[src/rtl/core/b64enc_pkg.sv]
// shared constants and the base64 alphabet mapping for the encoder
// no dependencies
`default_nettype none

package b64enc_pkg;

    localparam int unsigned MAX_CHARS = 5;
    localparam int unsigned CNT_W     = 3;

    localparam logic [7:0] LINEFEED         = 8'h0A;
    localparam logic [7:0] PAD_CHAR         = 8'h3D;
    localparam logic [7:0] LINE_LIMIT_RESET = 8'd76;

    // standard alphabet: A-Z a-z 0-9 + /
    function automatic logic [7:0] sym(input logic [5:0] v);
        logic [7:0] wide;
        wide = {2'b00, v};
        case (v) inside
            [6'd0:6'd25]:  return wide + 8'h41;
            [6'd26:6'd51]: return wide + 8'h47;
            [6'd52:6'd61]: return wide - 8'd4;
            6'd62:         return 8'h2B;
            default:       return 8'h2F;
        endcase
    endfunction

endpackage

`default_nettype wire

[src/rtl/core/b64enc_ifs.sv]
// valid/ready channel interfaces for the encoder input bytes and output characters
// no dependencies
`default_nettype none

interface b64enc_in_if;
    logic       valid;
    logic       ready;
    logic [7:0] data_byte;
    logic       final_byte;

    modport source (output valid, output data_byte, output final_byte, input ready);
    modport sink   (input valid, input data_byte, input final_byte, output ready);
endinterface

interface b64enc_out_if;
    logic       valid;
    logic       ready;
    logic [7:0] out_char;
    logic       last_char;

    modport source (output valid, output out_char, output last_char, input ready);
    modport sink   (input valid, input out_char, input last_char, output ready);
endinterface

`default_nettype wire

[src/rtl/core/base64_encoder_line_wrap.sv]
// streaming MIME base64 encoder with line wrapping, one raw byte per input beat
// depends on b64enc_pkg and the channel interfaces in b64enc_ifs.sv
`default_nettype none

// Takes one raw byte per input beat (final_byte marks the end of a message) and
// produces MIME base64 characters, one per output beat, from the standard
// alphabet. Symbols leave as soon as they are known; an incomplete last group is
// padded with one or two '=' characters, and last_char flags the final character
// of the message. After each complete group of four characters the line count
// grows by four, and a linefeed 0x0A follows the group once that sum reaches
// line_limit (reset value 76, written through cfg_wr_en/cfg_wr_data; the user
// must write it only while idle, the block does not enforce this). After the
// final byte all encoder state returns to zero for the next message.
// Timing: an accepted byte is turned into its whole character list (one to five
// characters) in the same cycle and loaded into a small output shift register.
// The output port moves one character per cycle while out_ch.ready is high, and
// a byte holds the input until its last character leaves; the next byte is taken
// in the cycle the last character of the previous one leaves. No startup sweep
// after reset.
module base64_encoder_line_wrap
(
    input  wire logic       clk,
    input  wire logic       rst_n,
    b64enc_in_if.sink       in_ch,
    b64enc_out_if.source    out_ch,
    input  wire logic       cfg_wr_en,
    input  wire logic [7:0] cfg_wr_data
);

    // position of the next byte within its group of three
    typedef enum logic [1:0]
    {
        PH_FIRST  = 2'd0,
        PH_SECOND = 2'd1,
        PH_THIRD  = 2'd2
    } phase_t;

    // configuration
    logic [7:0] line_limit_reg;

    // encoder state
    phase_t     phase_reg;
    logic [3:0] carry_reg;
    logic [7:0] line_count_reg;

    // output shift register: head is chars_reg[0], count_reg entries pending
    logic [7:0]                      chars_reg [b64enc_pkg::MAX_CHARS];
    logic [b64enc_pkg::CNT_W-1:0]    count_reg;
    logic                            fin_reg;

    // next values computed from the incoming beat
    logic [7:0]                      chars_next [b64enc_pkg::MAX_CHARS];
    logic [b64enc_pkg::CNT_W-1:0]    count_next;
    phase_t                          phase_next;
    logic [3:0]                      carry_next;
    logic [7:0]                      line_count_next;

    logic [5:0]                      sym_a;
    logic [5:0]                      sym_b;
    logic [b64enc_pkg::CNT_W-1:0]    base_cnt;
    logic                            group_end;
    logic [8:0]                      line_sum;
    logic                            wrap_line;
    logic                            fin;
    logic [7:0]                      byte_in;
    logic [7:0]                      base_chars [b64enc_pkg::MAX_CHARS];

    logic                            in_accept;
    logic                            out_take;

    assign byte_in = in_ch.data_byte;
    assign fin     = in_ch.final_byte;

    // ready when nothing is pending or the last pending character leaves now
    assign in_ch.ready = (count_reg == '0)
                      || ((count_reg == b64enc_pkg::CNT_W'(1)) && out_ch.ready);

    assign out_ch.valid     = (count_reg != '0);
    assign out_ch.out_char  = chars_reg[0];
    assign out_ch.last_char = fin_reg && (count_reg == b64enc_pkg::CNT_W'(1));

    assign in_accept = in_ch.valid && in_ch.ready;
    assign out_take  = out_ch.valid && out_ch.ready;

    // split the byte into the symbols of the current group position
    always_comb
    begin
        case (phase_reg)
            PH_FIRST:
            begin
                sym_a      = byte_in[7:2];
                sym_b      = {byte_in[1:0], 4'b0000};
                base_cnt   = fin ? b64enc_pkg::CNT_W'(4) : b64enc_pkg::CNT_W'(1);
                carry_next = {2'b00, byte_in[1:0]};
                phase_next = PH_SECOND;
            end
            PH_SECOND:
            begin
                sym_a      = {carry_reg[1:0], byte_in[7:4]};
                sym_b      = {byte_in[3:0], 2'b00};
                base_cnt   = fin ? b64enc_pkg::CNT_W'(3) : b64enc_pkg::CNT_W'(1);
                carry_next = byte_in[3:0];
                phase_next = PH_THIRD;
            end
            default:
            begin
                // third byte closes the group (an unused code acts the same)
                sym_a      = {carry_reg[3:0], byte_in[7:6]};
                sym_b      = byte_in[5:0];
                base_cnt   = b64enc_pkg::CNT_W'(2);
                carry_next = 4'd0;
                phase_next = PH_FIRST;
            end
        endcase
    end

    // group bookkeeping and linefeed decision
    always_comb
    begin
        group_end = fin || ((phase_reg != PH_FIRST) && (phase_reg != PH_SECOND));
        line_sum  = {1'b0, line_count_reg} + 9'd4;
        wrap_line = group_end && (line_sum >= {1'b0, line_limit_reg});

        if (fin || wrap_line)
        begin
            line_count_next = 8'd0;
        end
        else if (group_end)
        begin
            line_count_next = line_sum[7:0];
        end
        else
        begin
            line_count_next = line_count_reg;
        end

        count_next = base_cnt + {{(b64enc_pkg::CNT_W-1){1'b0}}, wrap_line};
    end

    // character list: symbols, pads, and a linefeed right after the base entries
    always_comb
    begin
        base_chars[0] = b64enc_pkg::sym(sym_a);
        base_chars[1] = b64enc_pkg::sym(sym_b);
        base_chars[2] = b64enc_pkg::PAD_CHAR;
        base_chars[3] = b64enc_pkg::PAD_CHAR;
        base_chars[4] = b64enc_pkg::LINEFEED;
        for (int i = 0; i < b64enc_pkg::MAX_CHARS; i++)
        begin
            chars_next[i] = (b64enc_pkg::CNT_W'(i) == base_cnt) ? b64enc_pkg::LINEFEED
                                                                : base_chars[i];
        end
    end

    // control state
    always_ff @(posedge clk or negedge rst_n)
    begin
        if (!rst_n)
        begin
            line_limit_reg <= b64enc_pkg::LINE_LIMIT_RESET;
            phase_reg      <= PH_FIRST;
            carry_reg      <= 4'd0;
            line_count_reg <= 8'd0;
            count_reg      <= '0;
            fin_reg        <= 1'b0;
        end
        else
        begin
            if (cfg_wr_en)
            begin
                line_limit_reg <= cfg_wr_data;
            end

            if (in_accept)
            begin
                phase_reg      <= fin ? PH_FIRST : phase_next;
                carry_reg      <= fin ? 4'd0 : carry_next;
                line_count_reg <= line_count_next;
                count_reg      <= count_next;
                fin_reg        <= fin;
            end
            else if (out_take)
            begin
                count_reg <= count_reg - b64enc_pkg::CNT_W'(1);
            end
        end
    end

    // character payload, shifted toward the head as beats leave
    always_ff @(posedge clk)
    begin
        if (in_accept)
        begin
            chars_reg <= chars_next;
        end
        else if (out_take)
        begin
            for (int i = 0; i < b64enc_pkg::MAX_CHARS - 1; i++)
            begin
                chars_reg[i] <= chars_reg[i+1];
            end
        end
    end

endmodule

`default_nettype wire

[src/flat_wrapper.sv]
// flat-port wrapper written by rule: the top's interface ports become plain ports
module base64_encoder_line_wrap_flat 
  (clk, rst_n, cfg_wr_en, cfg_wr_data, in_ch_valid, in_ch_data_byte, in_ch_final_byte, in_ch_ready, out_ch_valid, out_ch_out_char, out_ch_last_char, out_ch_ready);
  b64enc_in_if in_ch_i ();
  b64enc_out_if out_ch_i ();
  input  wire logic clk;
  input  wire logic rst_n;
  input  wire logic cfg_wr_en;
  input  wire logic [7:0] cfg_wr_data;
  input wire logic [$bits(in_ch_i.valid)-1:0] in_ch_valid;
  input wire logic [$bits(in_ch_i.data_byte)-1:0] in_ch_data_byte;
  input wire logic [$bits(in_ch_i.final_byte)-1:0] in_ch_final_byte;
  output wire logic [$bits(in_ch_i.ready)-1:0] in_ch_ready;
  output wire logic [$bits(out_ch_i.valid)-1:0] out_ch_valid;
  output wire logic [$bits(out_ch_i.out_char)-1:0] out_ch_out_char;
  output wire logic [$bits(out_ch_i.last_char)-1:0] out_ch_last_char;
  input wire logic [$bits(out_ch_i.ready)-1:0] out_ch_ready;
  assign in_ch_i.valid = in_ch_valid;
  assign in_ch_i.data_byte = in_ch_data_byte;
  assign in_ch_i.final_byte = in_ch_final_byte;
  assign in_ch_ready = in_ch_i.ready;
  assign out_ch_valid = out_ch_i.valid;
  assign out_ch_out_char = out_ch_i.out_char;
  assign out_ch_last_char = out_ch_i.last_char;
  assign out_ch_i.ready = out_ch_ready;
  base64_encoder_line_wrap u_core (.clk(clk), .rst_n(rst_n), .in_ch(in_ch_i), .out_ch(out_ch_i), .cfg_wr_en(cfg_wr_en), .cfg_wr_data(cfg_wr_data));
endmodule
[config.mk]
export PLATFORM = sky130hd
export DESIGN_NAME = base64_encoder_line_wrap_flat
export DESIGN_NICKNAME = d
export VERILOG_FILES = /design/src/rtl/core/b64enc_pkg.sv /design/src/rtl/core/b64enc_ifs.sv /design/src/rtl/core/base64_encoder_line_wrap.sv /design/src/flat_wrapper.sv
export SDC_FILE = /design/constraint.sdc
export NUM_CORES = 1
export LEC_CHECK = 0
export ABC_AREA = 1
export BUFFER_PORTS_ARGS = -buffer_cell sky130_fd_sc_hd__buf_2
export CAP_MARGIN = 20
export CELL_PAD_IN_SITES_DETAIL_PLACEMENT = 1
export CELL_PAD_IN_SITES_GLOBAL_PLACEMENT = 2
export CORE_MARGIN = 2
export CORE_UTILIZATION = 32
export DETAILED_ROUTE_END_ITERATION = 8
export PLACE_DENSITY = 0.75
export SYNTH_ARGS = -nofsm -noshare
export SYNTH_HDL_FRONTEND = slang
export SYNTH_SLANG_ARGS = --single-unit
[constraint.sdc]
create_clock -name clk -period 2.55 [get_ports clk]
set_input_delay 0.51 -clock clk [delete_from_list [all_inputs] [get_ports clk]]
set_output_delay 0.51 -clock clk [all_outputs]
set_load 0.05 [all_outputs]
==> impl_results.md <==
* Outcome: complete, but fails checks
* Failing checks: setup timing
* Pre-CTS setup slack at -0.0981 ns
* Reg clk slew, reported paths at 0.09 ns
* Kind of critical path: flip-flop to flip-flop
* Pre-antenna DRT Iters at 4
* Sequential fraction of the synthesis area at 34.2%
* Final Max Tran Viols at 0
* Total number of vias at 3234
* Post-route setup slack at -0.0193 ns
* Initial antenna violation count at 0
* Tmin final at 2.57 ns
* Power per cell area at 1160 nW/um^2
* Post-Route WL at 9940 um
* P_leak at 0.00217 uW
* Worst Reg-to-Reg Cells at 13
* Max reg flops at 12
* Critical path arrival at 2.77 ns
* Critical Path Sink Type: flip-flop
* CP startpoint: u_core.line_count_reg[4]$_DFFE_PN0P_
* Gpl congestion at 0.795
* Placed cell count at 659
* CP required at 2.75 ns
* Max Cap Viol at 0
* Largest net degree at the start of global routing at 26
* Wire per inst at 14.5 um
* Pwr Total at 5200 uW
* Syn Nets at 518
* Number of port buffers at 32
* Nets@finish at 598
* R2R Setup Slk at -0.02 ns
* Core area at 10800 sq um
* Worst Hold Class: primary input to asynchronous set/reset pin
* Clock buffer depth at 2
* Total I/O pin count at 33
* Final setup viols at 2
* Die span in y at 109 um
* Worst ir drop on vdd at 0.000412 V
* Cell count after synthesis at 464
* Die area at 11900 sq um
* Worst r2r dst: u_core.count_reg[1]$_DFFE_PN0P_
* Clock skew at 0.00844 ns
* Starting Density at 32.6%
* CP Max Fanout at 3
* Ys flop type: dfrtp_1
* First-pass GRT wire length at 16800 um
* HPWL after DPL at 7740 um
* Clk Latency, worst-skew pair at 0.31 ns
* Die W at 109 um
* Antenna Nets Post-Route at 0
* Synth top area cells: edfxtp_1 17%, dfrtp_1 15%, nand2_1 13%
* DRC at 0
* R2R Path Start: u_core.line_count_reg[4]$_DFFE_PN0P_
* CTS tree: built
* Fraction of layout cells with a size suffix above 1 at 30.6%
* Vias per cell at 4.72
* FP Rows at 38
* Synth warn at 0
* Asr flop ratio synth at 54.5%
* Final cell count without fillers at 685
* Dominant cell type by area after synthesis: edfxtp_1
* Yosys top cell area share at 17.0%
* Mapped Avg Cell Area at 7.59 sq um
* Final Hold Fails at 0
* Max_slew headroom at 60.4%
* Synth Cell Area at 3520 sq um
* Global-route usage over all layers at 18.2%
* DR iter-0 viols at 124
* Number of flops mapped to enable cells by yosys at 20
* GRT overflow at 0
* Final Util at 41.5%
* Root buf cell: clkbuf_8
* Critical Path Start Type: flip-flop
* TritonCTS Buffers at 5
* Post-route clock period utilization at 101%
* RSZ-0062 raised after global routing: yes
* Vias in the first global route at 3501
* Area growth, synth to finish at 27.1%
* Slew @ Worst Pin at 0.594 ns
* Antenna cells at 0
* Number of H-tree levels at 2
* Fmax at 0.389 GHz
* Netlist cell types at 36
* FF+latch count, synth at 44
* CTS sink cnt at 44
[routing by layer]
metal	up-vias	wire length [um]	track usage (%)
li1	1652	-	-
met4	0	187	5.86
met3	13	162	2.63
met5	-	0	0
met1	1538	4540	22.4
met2	31	5050	32.5
[cells in the mapped netlist (2+ instances only)]
cell type / count
nand3b_1: 2
nor3_1: 6
edfxtp_1: 20
nand3_1: 29
a21oi_1: 18
xor2_1: 13
buf_4: 9
o31ai_1: 2
nor2_4: 2
nand3_2: 4
inv_1: 63
o21ai_1: 2
o211ai_1: 6
dfrtp_1: 21
inv_2: 2
buf_6: 2
nand4_1: 11
ha_1: 32
dfstp_2: 3
xnor2_1: 3
nand2_1: 123
nand2_4: 3
nand2_2: 6
a31oi_1: 2
nor2_1: 28
clkbuf_1: 4
nor2_2: 9
o21ai_0: 31
[worst max-delay path by stage]
stage                                           endpoint  slack (ns)  depth (start not counted)
floorplan                u_core.count_reg[1]$_DFFE_PN0P_        0.11                         13
detailed placement       u_core.count_reg[2]$_DFFE_PN0P_        -0.1                         13
global route             u_core.count_reg[1]$_DFFE_PN0P_       -0.22                         14
finish                   u_core.count_reg[1]$_DFFE_PN0P_       -0.02                         13
CTS                 u_core.line_count_reg[6]$_DFFE_PN0P_       -0.04                         14
global placement         u_core.count_reg[2]$_DFFE_PN0P_       -0.05                         13
[metrics by stage]
step | hold WS (ns) | instance area (sq um) | TNS (ns)
final | 0.186 | 4480 | -0.0207
after global routing | 0.210 | 4480 | -0.697
after CTS | 0.194 | 4290 | -0.141
after detailed placement | 0.490 | 4050 | -0.217
after global placement | 0.486 | 4050 | -0.0846
after floorplan | 0.214 | 3530 | 0
[layout make-up]
class                           instances  area [sq um]
Fill cell                            1333          6310
Multi-Input combinational cell        337          2140
Sequential cell                        44          1210
Timing Repair Buffer                   89           607
Inverter                               67           254
Tap cell                              140           175
Clock buffer                            6          82.6
Clock inverter                          2          12.5
[placed cells by master, fill, tap and decap left out, types with 4 or more instances in the layout]
cell	instances
clkbuf_8	6
nor2_4	4
inv_2	9
nand3_1	28
buf_2	32
a21oi_2	7
nand3_2	5
nand2_1	122
nor3_1	5
edfxtp_1	20
nand4_1	11
ha_1	24
a21oi_1	12
nand2_2	6
o211ai_1	6
nor2_1	26
o21ai_0	18
buf_6	5
dfrtp_1	19
nor2_2	9
ha_4	5
xor2_1	9
o21ai_1	12
inv_1	56
nand2_4	4
buf_4	52
[worst max-delay path, stage by stage, from the launching register on]
cell and delay, ns:
dfrtp_1 0.38, buf_4 0.16, nand3_1 0.13, xor2_2 0.20
inv_1 0.08, ha_1 0.28, nand4_1 0.17, nor3_2 0.16
nand2_1 0.12, a21oi_2 0.19, ha_4 0.16, ha_4 0.18
o211ai_1 0.16, o21ai_1 0.09
[cell families (layout without fill, tap and decap cells)]
group,count (synthesis),in the layout,synth area share (%)
buf+inv,83,164,10.3
simple gates,225,225,29.8
compound gates,64,64,10.3
fa+ha+maj,32,32,11.4
flops,44,44,34.2
xor+xnor,16,16,3.98
[where the power goes]
group          internal [uW]  total (uW)  switching [uW]
registers               1070        1170             102
logic                   1310        3550            2240
clock network            221         481             260
[what timing repair did]
item	in CTS	in global routing
endpoints found under the setup margin	6	18
pin swaps	13	18
gates resized for setup	16	42
hold buffers	0	0
setup buffers	8	11
(Power assumes the default switching activity.)
